--- config.mk ---
export PLATFORM = sky130hd
export DESIGN_NAME = encoder_and_button_input_conditioner
export DESIGN_NICKNAME = d
export VERILOG_FILES = /design/src/hdl/ebic_pkg.sv /design/src/hdl/ebic_enc.sv /design/src/hdl/ebic_lane.sv /design/src/hdl/ebic_merge.sv /design/src/hdl/encoder_and_button_input_conditioner.sv
export SDC_FILE = /design/constraint.sdc
export NUM_CORES = 1
export LEC_CHECK = 0
export BUFFER_PORTS_ARGS = -buffer_cell sky130_fd_sc_hd__buf_4
export CAP_MARGIN = 20
export CORE_MARGIN = 3
export CORE_UTILIZATION = 45
export CTS_CLUSTER_DIAMETER = 80
export DETAILED_ROUTE_END_ITERATION = 8
export GPL_ROUTABILITY_DRIVEN = 0
export SLEW_MARGIN = 20
export SYNTH_ARGS = -nofsm -noshare
export SYNTH_HDL_FRONTEND = slang
export SYNTH_SLANG_ARGS = --single-unit
--- constraint.sdc ---
create_clock -name clk -period 6.5 [get_ports clk]
set_clock_uncertainty 0.05 [all_clocks]
set_input_delay 0.325 -clock clk [delete_from_list [all_inputs] [get_ports clk]]
set_output_delay 0.325 -clock clk [all_outputs]
set_load 0.005 [all_outputs]
--- src/hdl/ebic_pkg.sv ---
// Shared types, codes and constants of the encoder and button input conditioner.
package ebic_pkg;

  typedef enum logic [1:0] {
    FUNC_SAMPLE      = 2'd0,
    FUNC_TAKE_DELTA  = 2'd1,
    FUNC_TAKE_BUTTON = 2'd2,
    FUNC_TAKE_SWITCH = 2'd3
  } func_t;

  typedef enum logic [2:0] {
    REG_DEBOUNCE     = 3'd0,
    REG_REST_TIMEOUT = 3'd1,
    REG_CLK_POS      = 3'd2,
    REG_DT_POS       = 3'd3,
    REG_SWITCH_POS   = 3'd4
  } reg_idx_t;

  // Gray-code decoder phases: three clockwise steps, three counter-clockwise steps.
  typedef enum logic [2:0] {
    PH_REST = 3'd0,
    PH_CW1  = 3'd1,
    PH_CW2  = 3'd2,
    PH_CW3  = 3'd3,
    PH_CCW1 = 3'd4,
    PH_CCW2 = 3'd5,
    PH_CCW3 = 3'd6
  } phase_t;

  // Next phase by [phase][ab], ab = {A, B}; the unused code behaves as rest.
  localparam phase_t PHASE_NEXT [8][4] = '{
    '{PH_REST, PH_CW1,  PH_CCW1, PH_REST},
    '{PH_CW2,  PH_CW1,  PH_CW1,  PH_REST},
    '{PH_CW2,  PH_CW1,  PH_CW3,  PH_CW2},
    '{PH_CW2,  PH_CW3,  PH_CW3,  PH_REST},
    '{PH_CCW2, PH_CCW1, PH_CCW1, PH_REST},
    '{PH_CCW2, PH_CCW3, PH_CCW1, PH_CCW2},
    '{PH_CCW2, PH_CCW3, PH_CCW3, PH_REST},
    '{PH_REST, PH_CW1,  PH_CCW1, PH_REST}
  };

  localparam logic [1:0]  AB_BOTH_HIGH = 2'b11;
  localparam logic [31:0] COUNT_MAX    = 32'h7FFF_FFFF;
  localparam logic [31:0] COUNT_MIN    = 32'h8000_0000;

  localparam logic [15:0] DEBOUNCE_RST     = 16'd30;
  localparam logic [15:0] REST_TIMEOUT_RST = 16'd1000;
  localparam logic [2:0]  CLK_POS_RST      = 3'd4;
  localparam logic [2:0]  DT_POS_RST       = 3'd5;
  localparam logic [2:0]  SWITCH_POS_RST   = 3'd6;

  // Post-update view of one debounce lane.
  typedef struct packed {
    logic pressed;
    logic latch;
  } lane_stat_t;

endpackage

--- src/hdl/ebic_enc.sv ---
// Quadrature phase decoder with rest timeout and saturating detent count.
module ebic_enc (
  input  logic        clk,
  input  logic        rst,
  input  logic        sample,
  input  logic        take,
  input  logic [1:0]  ab,
  input  logic [31:0] now_ms,
  input  logic [15:0] rest_timeout_ms,
  output logic [31:0] delta,
  output logic        count_nz
);
  import ebic_pkg::*;

  phase_t      phase;
  phase_t      phase_next;
  phase_t      table_phase;
  logic [31:0] change_time;
  logic [31:0] change_time_next;
  logic [31:0] count;
  logic [31:0] count_next;
  logic [31:0] idle_time;

  assign table_phase = PHASE_NEXT[phase][ab];
  assign idle_time   = now_ms - change_time;

  // Next phase and change time.
  always_comb begin
    phase_next       = phase;
    change_time_next = change_time;
    if (sample) begin
      if (table_phase != phase) begin
        phase_next       = table_phase;
        change_time_next = now_ms;
      end else if (phase != PH_REST && idle_time > {16'd0, rest_timeout_ms}) begin
        phase_next = PH_REST;
      end
    end
  end

  // Detent count: step on a completed detent, clear on take.
  always_comb begin
    count_next = count;
    delta      = '0;
    if (sample && ab == AB_BOTH_HIGH) begin
      case (phase)
        PH_CW3: begin
          if (count != COUNT_MAX) count_next = count + 32'd1;
        end
        PH_CCW3: begin
          if (count != COUNT_MIN) count_next = count - 32'd1;
        end
        default: count_next = count;
      endcase
    end else if (take) begin
      delta      = count;
      count_next = '0;
    end
  end

  assign count_nz = (count_next != '0);

  always_ff @(posedge clk) begin
    if (rst) begin
      phase       <= PH_REST;
      change_time <= '0;
      count       <= '0;
    end else begin
      phase       <= phase_next;
      change_time <= change_time_next;
      count       <= count_next;
    end
  end

endmodule

--- src/hdl/ebic_lane.sv ---
// One debounce lane: raw change tracking, stable-time accept, press latch.
module ebic_lane (
  input  logic                 clk,
  input  logic                 rst,
  input  logic                 sample,
  input  logic                 consume,
  input  logic                 active,
  input  logic [31:0]          now_ms,
  input  logic [15:0]          debounce_ms,
  output logic                 event_flag,
  output ebic_pkg::lane_stat_t stat
);
  import ebic_pkg::*;

  logic        raw_last;
  logic        raw_last_next;
  logic [31:0] change_time;
  logic [31:0] change_time_next;
  logic        pressed;
  logic        pressed_next;
  logic        latch;
  logic        latch_next;
  logic [31:0] stable_time;

  assign stable_time = now_ms - change_time;

  always_comb begin
    raw_last_next    = raw_last;
    change_time_next = change_time;
    pressed_next     = pressed;
    latch_next       = latch;
    event_flag       = 1'b0;
    if (sample) begin
      if (active != raw_last) begin
        // restart the stable window
        raw_last_next    = active;
        change_time_next = now_ms;
      end else if (stable_time > {16'd0, debounce_ms} && active != pressed) begin
        pressed_next = active;
        if (active) latch_next = 1'b1;
      end
    end else if (consume) begin
      event_flag = latch;
      latch_next = 1'b0;
    end
  end

  assign stat.pressed = pressed_next;
  assign stat.latch   = latch_next;

  always_ff @(posedge clk) begin
    if (rst) begin
      raw_last    <= 1'b0;
      change_time <= '0;
      pressed     <= 1'b0;
      latch       <= 1'b0;
    end else begin
      raw_last    <= raw_last_next;
      change_time <= change_time_next;
      pressed     <= pressed_next;
      latch       <= latch_next;
    end
  end

endmodule

--- src/hdl/ebic_merge.sv ---
// Merge of lane status into the held mask and the pending summary.
module ebic_merge #(
  parameter int NUM_BUTTONS = 4
) (
  input  ebic_pkg::lane_stat_t [NUM_BUTTONS:0] stat,
  input  logic                                 count_nz,
  output logic [3:0]                           held_mask,
  output logic                                 pending_any
);
  import ebic_pkg::*;

  localparam int SW_LANE = NUM_BUTTONS;

  always_comb begin
    held_mask   = '0;
    pending_any = count_nz | stat[SW_LANE].latch;
    for (int k = 0; k < NUM_BUTTONS; k++) begin
      pending_any = pending_any | stat[k].latch | stat[k].pressed;
    end
    for (int k = 0; k < 4; k++) begin
      if (k < NUM_BUTTONS) held_mask[k] = stat[k].pressed;
    end
  end

endmodule

--- src/hdl/encoder_and_button_input_conditioner.sv ---
// Top level of the encoder and button input conditioner.
// Each accepted item is either a port sample or a request. A sample steps the
// gray-code quadrature decoder (lines A and B on configurable port bits) and,
// in parallel lanes, debounces NUM_BUTTONS active-low buttons on port bits 0
// upward plus the active-low encoder switch. Requests take and clear the
// detent count, consume a button press latch, or consume the switch latch.
// All state updates happen at the accept edge and the result lands in a single
// output register, so a new item is accepted every cycle as long as the output
// register is empty or being drained. The result is valid in the cycle after
// accept. Configuration registers sit on an APB-style port (byte address
// 4*index); the user must see that they are written only while the block is
// idle, as the block itself does not enforce this.
module encoder_and_button_input_conditioner #(
  parameter int NUM_BUTTONS = 4
) (
  input  logic        clk,
  input  logic        rst,
  // APB-style configuration port
  input  logic        psel,
  input  logic        penable,
  input  logic        pwrite,
  input  logic [4:0]  paddr,
  input  logic [31:0] pwdata,
  output logic [31:0] prdata,
  output logic        pready,
  // item input
  input  logic        in_valid,
  output logic        in_ready,
  input  logic [1:0]  func,
  input  logic [7:0]  port_bits,
  input  logic [31:0] now_ms,
  input  logic [2:0]  button_index,
  // result output
  output logic        out_valid,
  input  logic        out_ready,
  output logic [31:0] encoder_delta,
  output logic        event_flag,
  output logic [3:0]  held_mask,
  output logic        pending_any
);
  import ebic_pkg::*;

  localparam int NUM_LANES = NUM_BUTTONS + 1;
  localparam int SW_LANE   = NUM_BUTTONS;

  // Configuration registers
  logic [15:0] debounce_ms;
  logic [15:0] rest_timeout_ms;
  logic [2:0]  clk_bit_pos;
  logic [2:0]  dt_bit_pos;
  logic [2:0]  switch_bit_pos;
  reg_idx_t    cfg_idx;
  logic        cfg_write;

  assign pready    = 1'b1;
  assign cfg_idx   = reg_idx_t'(paddr[4:2]);
  assign cfg_write = psel & penable & pwrite;

  always_ff @(posedge clk) begin
    if (rst) begin
      debounce_ms     <= DEBOUNCE_RST;
      rest_timeout_ms <= REST_TIMEOUT_RST;
      clk_bit_pos     <= CLK_POS_RST;
      dt_bit_pos      <= DT_POS_RST;
      switch_bit_pos  <= SWITCH_POS_RST;
    end else if (cfg_write) begin
      case (cfg_idx)
        REG_DEBOUNCE:     debounce_ms     <= pwdata[15:0];
        REG_REST_TIMEOUT: rest_timeout_ms <= pwdata[15:0];
        REG_CLK_POS:      clk_bit_pos     <= pwdata[2:0];
        REG_DT_POS:       dt_bit_pos      <= pwdata[2:0];
        REG_SWITCH_POS:   switch_bit_pos  <= pwdata[2:0];
        default: ;
      endcase
    end
  end

  // Register readback
  always_comb begin
    case (cfg_idx)
      REG_DEBOUNCE:     prdata = {16'd0, debounce_ms};
      REG_REST_TIMEOUT: prdata = {16'd0, rest_timeout_ms};
      REG_CLK_POS:      prdata = {29'd0, clk_bit_pos};
      REG_DT_POS:       prdata = {29'd0, dt_bit_pos};
      REG_SWITCH_POS:   prdata = {29'd0, switch_bit_pos};
      default:          prdata = '0;
    endcase
  end

  // Handshake: advance whenever the output register is free or draining.
  logic  in_fire;
  func_t func_c;
  logic  do_sample;
  logic  do_take;
  logic  do_button;
  logic  do_switch;

  assign in_ready  = ~out_valid | out_ready;
  assign in_fire   = in_valid & in_ready;
  assign func_c    = func_t'(func);
  assign do_sample = in_fire && func_c == FUNC_SAMPLE;
  assign do_take   = in_fire && func_c == FUNC_TAKE_DELTA;
  assign do_button = in_fire && func_c == FUNC_TAKE_BUTTON;
  assign do_switch = in_fire && func_c == FUNC_TAKE_SWITCH;

  // Encoder decoder
  logic [1:0]  ab;
  logic [31:0] delta_c;
  logic        count_nz;

  assign ab = {port_bits[clk_bit_pos], port_bits[dt_bit_pos]};

  ebic_enc u_enc (
    .clk             (clk),
    .rst             (rst),
    .sample          (do_sample),
    .take            (do_take),
    .ab              (ab),
    .now_ms          (now_ms),
    .rest_timeout_ms (rest_timeout_ms),
    .delta           (delta_c),
    .count_nz        (count_nz)
  );

  // Debounce lanes: buttons first, switch in the last lane.
  lane_stat_t [NUM_BUTTONS:0] stat;
  logic [NUM_LANES-1:0]       lane_event;
  logic [NUM_LANES-1:0]       lane_active;
  logic [NUM_LANES-1:0]       lane_consume;

  for (genvar k = 0; k < NUM_LANES; k++) begin : g_lane
    if (k == SW_LANE) begin : g_sw
      assign lane_active[k]  = ~port_bits[switch_bit_pos];
      assign lane_consume[k] = do_switch;
    end else begin : g_btn
      assign lane_active[k]  = ~port_bits[k];
      assign lane_consume[k] = do_button && ({1'b0, button_index} == 4'(k));
    end

    ebic_lane u_lane (
      .clk         (clk),
      .rst         (rst),
      .sample      (do_sample),
      .consume     (lane_consume[k]),
      .active      (lane_active[k]),
      .now_ms      (now_ms),
      .debounce_ms (debounce_ms),
      .event_flag  (lane_event[k]),
      .stat        (stat[k])
    );
  end

  // Merge lane results
  logic [3:0] held_c;
  logic       pending_c;

  ebic_merge #(
    .NUM_BUTTONS (NUM_BUTTONS)
  ) u_merge (
    .stat        (stat),
    .count_nz    (count_nz),
    .held_mask   (held_c),
    .pending_any (pending_c)
  );

  // Output register: hold the result until it is taken.
  always_ff @(posedge clk) begin
    if (rst) begin
      out_valid <= 1'b0;
    end else if (in_fire) begin
      out_valid <= 1'b1;
    end else if (out_ready) begin
      out_valid <= 1'b0;
    end
  end

  always_ff @(posedge clk) begin
    if (in_fire) begin
      encoder_delta <= delta_c;
      event_flag    <= |lane_event;
      held_mask     <= held_c;
      pending_any   <= pending_c;
    end
  end

endmodule
After elaboration in Yosys (flattened, before gate mapping)
Memories as Yosys holds them, arrays and structs flattened.
Index checks and enable logic that the tools add are counted.
Storage, ports and cells
  memory bits (read-only): 96
  output and inout bits: 73
  logic and storage cells: 207
  flip-flop bits (word level): 322
  memories kept: 1
  bits of input ports: 89
Cells by class
  bitwise gates (word level): 23
  muxes and demuxes: 68
  add/sub/neg operators: 8
  reduce and logical (&&, ||, !) cells: 37
  eq/ne operators: 26
  $lt $le $gt $ge: 11
Memory list
  (no name shown): depth 8, width 12, read ports 1, clocked after memory_dff 0, write ports 0, RTL line ebic_enc.sv:24  | assign table_phase = PHASE_NEXT[phase][ab];
Operators with widths (count)
  greater-than comparator 32 x 16 -> 1 bit: 6
  subtractor 32 bit: 6
  two-way mux 32 bit: 4
  case mux 16 bit (5 select lines): 1
  case mux 32 bit (2 select lines): 1
  two-way mux 1 bit: 52
  adder 32 x 1 -> 32 bit, second input constant: 1
  != test 32 x 31 -> 1 bit, second input constant: 1
  != test 32 bit, second input constant: 1
  nonzero test 32 bit: 1
  subtractor 32 x 1 -> 32 bit, second input constant: 1
  two-way mux 12 bit: 2
  AND reduction 2 bit: 12
  == test 3 x 2 -> 1 bit, second input constant: 5
  logical AND 1 bit: 15
  less-than comparator 3 x 4 -> 1 bit, second input constant: 3
  two-way mux 3 bit: 4
  != test 1 bit: 10
  bitwise OR 1 bit: 10
  binary-select mux 1 bit (select 3 bit): 3
  NOT 1 bit: 8
  binary-select mux 3 bit (select 2 bit): 1
  == test 2 bit, second input constant: 3
  == test 3 x 1 -> 1 bit, second input constant: 2
  15 further kinds: 20

Depth between registers and ports, before layout
Gate-level depths: netlist of the first run.
  word-level depth: 17
  depth in mapped cells: 26

Modules after synthesis
A second synthesis of the first run with hierarchy kept.
Second synthesis, totals
  cells, all modules: 3977
  area total of the unflattened synthesis: 29728.5 um^2
By module, submodules not included
  ebic_lane (g_lane[0].u_lane ...): area each 3839.9 um^2, instances 3, cells each 541
  ebic_lane (g_lane[3].u_lane ...): area each 3826.2 um^2, instances 2, cells each 534
  ebic_enc: area each 6840.3 um^2, instances 1, cells each 958
  encoder_and_button_input_conditioner: area each 3664.8 um^2, instances 1, cells each 320
  ebic_merge: area each 51.3 um^2, instances 1, cells each 8

Worst setup path after synthesis of the first run
No wires, ideal clock.
  path kind: input to register
  start: input port now_ms[0]
  end: register pending_any (data pin)
  slack: 714 ps
  required time: 6178 ps
  stages: 23
  arrival: 5465 ps
  setup time: 272 ps
  cells stage by stage: inv_1 ha_1 inv_1 fa_1 a211oi_1 o21bai_1 a211oi_2 nand2_1 a21oi_1 o21bai_1 a21oi_1 xnor2_1 ha_1 nand4_1 or4_1 a21oi_1 o211ai_1 or4_1 o41ai_1 mux2i_1 nand3_1 or4_1 or4_1
On the way
  cells in the longest elaborated chain, start to end: 15
  elaborated cells between the ends (all ways): 51
  those cells by class: add/sub: 5; order compare: 5; mux: 27; bitwise: 9; reduce/logical: 5
RTL lines
  start: declaration: RTL line encoder_and_button_input_conditioner.sv:31  | input logic [31:0] now_ms,
  subtractor 32 bit: RTL line ebic_lane.sv:25  | assign stable_time = now_ms - change_time;
  greater-than comparator 32 x 16 -> 1 bit: RTL line ebic_lane.sv:38  | end else if (stable_time > {16'd0, debounce_ms} && active != pressed) begin
  logical AND 1 bit: RTL line ebic_lane.sv:38
  two-way mux 1 bit: RTL line ebic_lane.sv:38
  two-way mux 1 bit: RTL line ebic_lane.sv:34  | if (active != raw_last) begin
  two-way mux 1 bit: RTL line ebic_lane.sv:33  | if (sample) begin
  bitwise OR 1 bit: RTL line ebic_merge.sv:16  | pending_any = count_nz | stat[SW_LANE].latch;
  bitwise OR 1 bit (7 in series): RTL line ebic_merge.sv:18  | pending_any = pending_any | stat[k].latch | stat[k].pressed;
  bitwise OR 1 bit *: RTL line ebic_merge.sv:18
  via pending_c: RTL line encoder_and_button_input_conditioner.sv:155  | logic pending_c;
  end signal: assignment: RTL line encoder_and_button_input_conditioner.sv:182  | pending_any <= pending_c;
  end: declaration: RTL line encoder_and_button_input_conditioner.sv:39  | output logic pending_any
Mark *: on every way through the listed nets, which the timed path passes. The rest lies on a longest branch.
A chain may end at the register's enable or synchronous reset.

Final worst setup path of the first run
  start: register g_lane[2].u_lane.change_time[3]
  end: register pending_any (data pin)
On the way
  cells in the longest elaborated chain, start to end: 10
  elaborated cells between the ends (all ways): 13
  those cells by class: add/sub: 1; order compare: 1; mux: 6; bitwise: 4; reduce/logical: 1
RTL lines
  start: declaration: RTL line ebic_lane.sv:17  | logic [31:0] change_time;
  start signal: assignment: RTL line ebic_lane.sv:59  | change_time <= change_time_next;
  subtractor 32 bit *: RTL line ebic_lane.sv:25
  greater-than comparator 32 x 16 -> 1 bit *: RTL line ebic_lane.sv:38
  logical AND 1 bit *: RTL line ebic_lane.sv:38
  two-way mux 1 bit: RTL line ebic_lane.sv:38
  two-way mux 1 bit: RTL line ebic_lane.sv:34
  two-way mux 1 bit: RTL line ebic_lane.sv:33
  bitwise OR 1 bit: RTL line ebic_merge.sv:18
  bitwise OR 1 bit * (3 in series): RTL line ebic_merge.sv:18
  via pending_c: RTL line encoder_and_button_input_conditioner.sv:155
Marked as above.

==> out/metrics.cfg, run 1 <==
[die]
num_io_pins=162
die_y_um=255.6
core_area_mm2=0.06103
initial_core_util_pct=45.94
dieArea_mm2=0.06534
die_w_um=255.6
fp-row-count=90

[yosys]
yosys.area_share.simple_pct=23.47
yosysTopAreaCell=dfxtp_1
netlist_instances=3780
synth_edf_count=38
synth_fa_ha_area_share_pct=13.33
postSynthAreaPerCell_um2=7.417
async_flop_share_pct=0
yosys_warnings=0
yosys_most_used_dff=dfxtp_1
synth_xor_area_share_pct=4.342
synth_seq_cells=322
ys_types=100
netlist.area_leader.share_pct=20.28
synth_top_family_by_area=compound AO/OA/AOI/OAI gates
synth_compound_area_share_pct=23.97
synthMuxAreaShare_pct=3.459
synth_common_cells=nand2_1 (578), a21oi_1 (434), inv_1 (303), ha_1 (289), dfxtp_1 (284)
synth-seq-area-share_pct=24.35
synthTopCellsByArea=dfxtp_1 (20%), ha_1 (13%), a21oi_1 (7.7%)
syn_area_mm2=0.02804
synth.most_common_cell=nand2_1

[global_route]
grt_start_max_net_pins=88
grt_pass1_wl_um=141700
first_global_vias=25680
grt.total_usage_pct=26.54
antenna_found_initial=1
grt.overflow.total=0

[layout]
nNetsFinal=4232
area_delta_synth_final_pct=12.01
final_area_mm2=0.03141
layout-drive-gt1-share_pct=8.974

[worst_setup_path]
crit_top_cell=or4_4
crit_fanout=4
rr_worst_depth=21
crit_chain=inv_1 > ha_1 > and2_1 > a221o_1 > o21a_1 > or4_4 > a31o_2 > a31oi_1 > xnor2_1 > ha_1 > nand4_1 > or4_4 > a21oi_2 > o211ai_1 > or4_4 > o41ai_2 > buf_4 > mux2i_4 > nand3_1 > or4_1 > or4_1
reg2reg_slack_ns=0.26
rr_endpoint=pending_any
crit_arrival_ns=6.50
cp-start-kind=flip-flop
cp.depth=21
crit_path_max_incr_delay_ns=0.56
reg2reg_from=g_lane[2].u_lane.change_time[3]
end_kind=flip-flop
crit_slowest_cell=or4_4
crit_buf_inv=2
cp_top_family=simple AND/OR/NAND/NOR gates
critical_path_required_ns=6.76
timing_worst_setup_path_type=reg2reg

[power]
leakagePower_nw=11.87
p_per_area_mw_per_mm2=192.1
max-vdd-ir-drop_uv=201.1

[timing]
worst_pin_slew_ns=0.9917
fin_setup_tns_ns=0
rsz0062_at_grt=false
hold_violations=0
max_freq_mhz=160.3
layout_min_cycle_time_ns=6.240
slew_headroom_pct=33.88
finalSetupViolations=0
slew_violations=0
period_share_pct=96.00

[drt]
vias=27400
drt_iter0_markers=1927
drtPass1Iterations=6
ant_nets=0
wl_per_cell_um=19.15
drc=0
viasPerCell=5.821
drt_wl_total_um=90130

[clock_tree]
clock_path_buffers=3
worst_skew_pair.late_latency_ns=0.59
cts_tree=built
htreeDepth=2
cts-root-buf=clkbuf_16
cts_buffers=42
cts_sinks=322
path_clk_slew_ns=0.06

[placement]
hpwl_um=67650
dpl_cell_area_mm2=0.02966
portBuffers=126

[hold_path]
hold_path_startpoint=now_ms[26]
min_to=g_lane[1].u_lane.change_time[26]
hp-class=in2reg
whs_path_depth=3

[run_status]
outcome=complete, no violations

[run]
cap_violations=0

[registers in the layout, indices dropped and copies added, names as in the netlist]
register,cells
u_enc.change_time,32
rest_timeout_ms,16
g_lane.u_lane.change_time,160
encoder_delta,32
event_flag,1
u_enc.phase,3
pending_any,1
out_valid,1
u_enc.count,32
held_mask,4
clk_bit_pos,3
g_lane.u_lane.latch,5
dt_bit_pos,3
g_lane.u_lane.raw_last,5
switch_bit_pos,3
debounce_ms,16
g_lane.u_lane.pressed,5
[layout by cell type (no fill, tap or decap), types with 15 or more instances in the layout]
cell type | synthesis | routed
a211o_1 | 16 | 16
a21o_1 | 85 | 85
nor3_1 | 87 | 86
conb_1 | 2 | 17
dlygate4sd3_1 | 0 | 22
nor2b_1 | 39 | 35
nand2_1 | 578 | 577
clkbuf_16 | 0 | 42
xnor2_1 | 89 | 89
o31ai_1 | 15 | 15
a21oi_1 | 434 | 430
buf_4 | 19 | 178
or2_2 | 22 | 22
dfxtp_1 | 284 | 284
a211oi_1 | 27 | 26
nor4_1 | 43 | 41
a31oi_1 | 32 | 32
o21ai_0 | 138 | 137
o211ai_1 | 42 | 42
nand3_1 | 87 | 87
nand4_1 | 73 | 73
mux2i_1 | 71 | 70
o21a_1 | 33 | 33
or3_1 | 25 | 25
o21bai_1 | 20 | 19
edfxtp_1 | 38 | 38
and2_1 | 46 | 45
ha_1 | 289 | 289
xor2_1 | 50 | 50
and3_1 | 29 | 29
inv_1 | 303 | 303
nand2b_1 | 29 | 29
nor2_1 | 258 | 255
[metal layers]
metal,wire [um],up-vias,global-route usage [%],share of wire (%)
met1,40610,12830,35.00,45
met5,0,-,0,0
met2,41170,775,44.38,46
li1,-,13640,-,-
met4,3429,0,9.740,3.8
met3,4918,164,3.503,5.5
[power by group]
part / switching, W / leakage [nW] / total, W / internal (W)
Sequential: 0.0000203 / 2.68 / 0.00208 / 0.00206
Clock: 0.000982 / 0.693 / 0.00243 / 0.00145
Combinational: 0.000927 / 8.50 / 0.00153 / 0.000600
[layout make-up]
cell class	count	area, um2
fillers	6174	29630
multi-input cells	2978	19420
flip-flops and latches	322	6827
repair buffers	201	1570
clock buffers	52	1139
inverters	303	1137
well taps	828	1036
clock inverters	22	276.5
diodes	1	2.502
[worst max-delay path by stage]
| stage | start | to |
|---|---|---|
| floorplan | now_ms[0] | pending_any |
| global placement | now_ms[3] | pending_any |
| detailed placement | now_ms[3] | pending_any |
| CTS | now_ms[0] | pending_any |
| global route | now_ms[0] | pending_any |
| finish | g_lane[2].u_lane.change_time[3] | pending_any |
[worst min-delay path, delay by kind of cell]
family,cells,cell delay [ns]
AND/OR/NAND/NOR,1,0.07
AO/OA/AOI/OAI,1,0.05
buffers and inverters,1,0.16
[through the flow]
| stage | instances | utilization [%] | setup slack [ns] | hold slack (ns) | power, W |
|---|---|---|---|---|---|
| global route | 4707 | 51.46 | 0.007576 | 0.02524 | 0.006335 |
| detailed placement | 4608 | 48.60 | 0.1069 | 0.3965 | 0.003604 |
| CTS | 4704 | 51.28 | 0.1879 | 0.0009520 | 0.006068 |
| global placement | 4608 | 48.60 | 0.1708 | 0.3921 | 0.003602 |
| finish | 4707 | 51.46 | 0.2601 | 0.02837 | 0.006034 |
| floorplan | 3795 | - | 0.7136 | 0.3706 | 0.003159 |
[timing repair]
action                                 CTS  global route
setup buffers                            0             2
endpoints found under the hold margin   50             0
hold buffers                            22             0
resized for setup                        0            22
setup endpoints to repair                0             1
[cell families after synthesis]
family / count (synthesis)
and+or+nand+nor: 1390
AOI/OAI and AO/OA: 1050
buffers and inverters: 495
DFF: 322
adders and majority gates: 295
xor gates and xnor gates: 139
muxes: 87
other: 2
Note: power is estimated with default switching activity, not from simulation.
==> run 2: changes to the inputs <==
--- a/config.mk
+++ b/config.mk
@@ -9,9 +9,11 @@
 export CAP_MARGIN = 20
 export CORE_MARGIN = 3
 export CORE_UTILIZATION = 45
+export CTS_BUF_LIST = sky130_fd_sc_hd__clkbuf_16
 export CTS_CLUSTER_DIAMETER = 80
 export DETAILED_ROUTE_END_ITERATION = 8
 export GPL_ROUTABILITY_DRIVEN = 0
+export PLACE_DENSITY = 0.65
 export SLEW_MARGIN = 20
 export SYNTH_ARGS = -nofsm -noshare
 export SYNTH_HDL_FRONTEND = slang
==> out/metrics.cfg, run 2 (synthesis results as in run 1) <==
[clock_tree]
clock_path_buffers=3  ; unchanged
cts_sinks=322  ; unchanged
cts-root-buf=clkbuf_16
path_clk_slew_ns=0.06  ; about the same
htreeDepth=2  ; unchanged
cts_buffers=41  ; -2.4%
worst_skew_pair.late_latency_ns=0.59  ; about the same
cts_tree=built

[timing]
hold-worst-slack_ns=0.04895  ; +0.02058 ns
layout_min_cycle_time_ns=6.147  ; -0.09301 ns
slew_violations=0  ; unchanged
finalSetupViolations=0  ; unchanged
slew_headroom_pct=36.44  ; +2.6 points
hold_violations=0  ; unchanged
period_share_pct=94.57  ; -1.4 points
fin_setup_tns_ns=0  ; unchanged
max_freq_mhz=162.7  ; +1.5%
worst_pin_slew_ns=0.9268  ; -0.06491 ns

[layout]
final_common_cell=nand2_1
nNetsFinal=4220  ; -0.28%
area_delta_synth_final_pct=11.29
final_cell_mix=nand2_1 (577), a21oi_1 (432), inv_1 (312)
layout-drive-gt1-share_pct=8.323  ; -0.65 points
finalCoreUtilization_pct=51.12  ; -0.33 points
n_fill_cell=6063  ; -1.8%
largest-register=g_lane.u_lane.change_time
largest_reg_flops=160  ; unchanged

[drt]
drtPass1Iterations=6  ; unchanged
wl_per_cell_um=18.62  ; -2.7%
viasPerCell=5.834  ; +0.22%
drc=0  ; unchanged
vias=27410  ; +0.029%
ant_nets=0  ; unchanged
drt_iter0_markers=1784  ; -7.4%
drt_wl_total_um=87490  ; -2.9%

[global_route]
grt.met3_usage_pct=2.780  ; -0.72 points
busiest_layer=met2
grt_start_max_net_pins=157  ; +78%
antenna_found_initial=2  ; +1
grt_pass1_wl_um=137500  ; -3.0%
use_met1_pct=33.76  ; -1.2 points
met2_usage_pct=42.99  ; -1.4 points
grt.overflow.total=0  ; unchanged
first_global_vias=25560  ; -0.49%
grt.total_usage_pct=25.62  ; -0.92 points

[power]
seq_power_share_pct=35.6  ; +1.2 points
leakagePower_nw=11.79  ; -0.65%
max-vdd-ir-drop_uv=204.8  ; +1.8%
p_int_w=0.003929  ; -4.3%
switching_share_pct=32.56  ; +0.58 points
combPwrFrac_pct=25.9  ; +0.6 points
p_sw_w=0.001896  ; -1.7%
total_power_w=0.005825  ; -3.5%
power.share.clock_pct=38.4  ; -1.9 points
p_per_area_mw_per_mm2=186.7  ; -2.8%

[worst_setup_path]
critical_path_required_ns=6.77  ; about the same
cp-start-kind=flip-flop
end_kind=flip-flop
timing_worst_setup_path_type=reg2reg
crit_arrival_ns=6.42  ; -0.08 ns
crit_fanout=4  ; unchanged

[run_status]
outcome=complete, no violations

[die]
fp-row-count=90  ; unchanged
die_w_um=255.6  ; unchanged
dieArea_mm2=0.06534  ; unchanged
num_io_pins=162  ; unchanged
core_area_mm2=0.06103  ; unchanged
die_y_um=255.6  ; unchanged
initial_core_util_pct=45.94  ; unchanged

[placement]
portBuffers=126  ; unchanged
hpwl_um=65020  ; -3.9%

[hold_path]
hp-class=in2reg

[run]
cap_violations=0  ; unchanged

## run 2: changes by cell type in the layout (fill, tap and decap cells not counted), moves of 5 or more
| cell | change |
|---|---|
| buf_4 | -14 |
| clkinv_1 | +6 |
| clkbuf_8 | -5 |
| inv_1 | +9 |
| clkbuf_1 | -5 |
## run 2: power groups by stage
stage                     Combinational, W  Sequential (W)  Clock, W
after global routing               0.00168         0.00208   0.00236
after detailed placement           0.00147         0.00212         0
final                              0.00151         0.00208   0.00224
after global placement             0.00146         0.00212         0
after floorplan                    0.00104         0.00212         0
after CTS                          0.00149         0.00208   0.00229
## run 2: per-layer routing
layer  part of all wire, %  vias to the layer above
li1                      -                    13620
met1                    44                    12770
met4                   4.0                        0
met2                    46                      842
met5                     0                        -
met3                   6.0                      180
## run 2: path summary, 6_finish.rpt
check	endpoint	slack, ns	from	cells after the start
worst min-delay path	g_lane[0].u_lane.change_time[7]	0.05	now_ms[7]	3
worst max-delay path	pending_any	0.35	g_lane[2].u_lane.change_time[3]	21
worst min register to register	g_lane[1].u_lane.change_time[11]	0.40	g_lane[1].u_lane.change_time[11]	2
worst max register to register	pending_any	0.35	g_lane[2].u_lane.change_time[3]	21
## run 2: area by class of cell
class                      instances  area [um2]  share of cell area (%)
clock buffer                      41        1026                   3.288
clock inverter                    35       272.8                  0.8742
sequential                       322        6827                   21.88
tap                              828        1036                   3.320
timing repair buffer             190        1515                   4.856
inverter                         303        1137                   3.645
multi-input combinational       2978       19390                   62.13
antenna                            1       2.502                0.008020
## run 2: what timing repair did
action | 4_1_cts | 5_1_grt
setup buffers | 0 | 1
hold buffers | 23 | 0
gates resized for setup | 0 | 13
setup endpoints to repair | 0 | 1
hold endpoints to repair | 54 | 0
## run 2: worst max-delay path, stage by stage (launching register included)
cell	delay, ns
dfxtp_1	0.32
inv_1	0.05
ha_1	0.32
and2_1	0.19
a221o_1	0.37
o21a_1	0.23
or4_4	0.46
a31o_2	0.29
a31oi_1	0.19
xnor2_1	0.10
ha_1	0.29
nand4_1	0.12
or4_1	0.57
a21oi_2	0.19
o211ai_1	0.11
or4_1	0.50
o41ai_2	0.21
buf_4	0.20
mux2i_1	0.23
nand3_1	0.09
or4_1	0.42
or4_1	0.40
## run 2: stage by stage
stage               area (um2)  setup WS (ns)  cells
finish                   31200         0.3532   4698
detailed placement       29610         0.1097   4597
CTS                      31140         0.1778   4696
global placement         29600         0.1548   4597
global route             31200    -0.00003997   4698
floorplan                28090         0.7136   3795
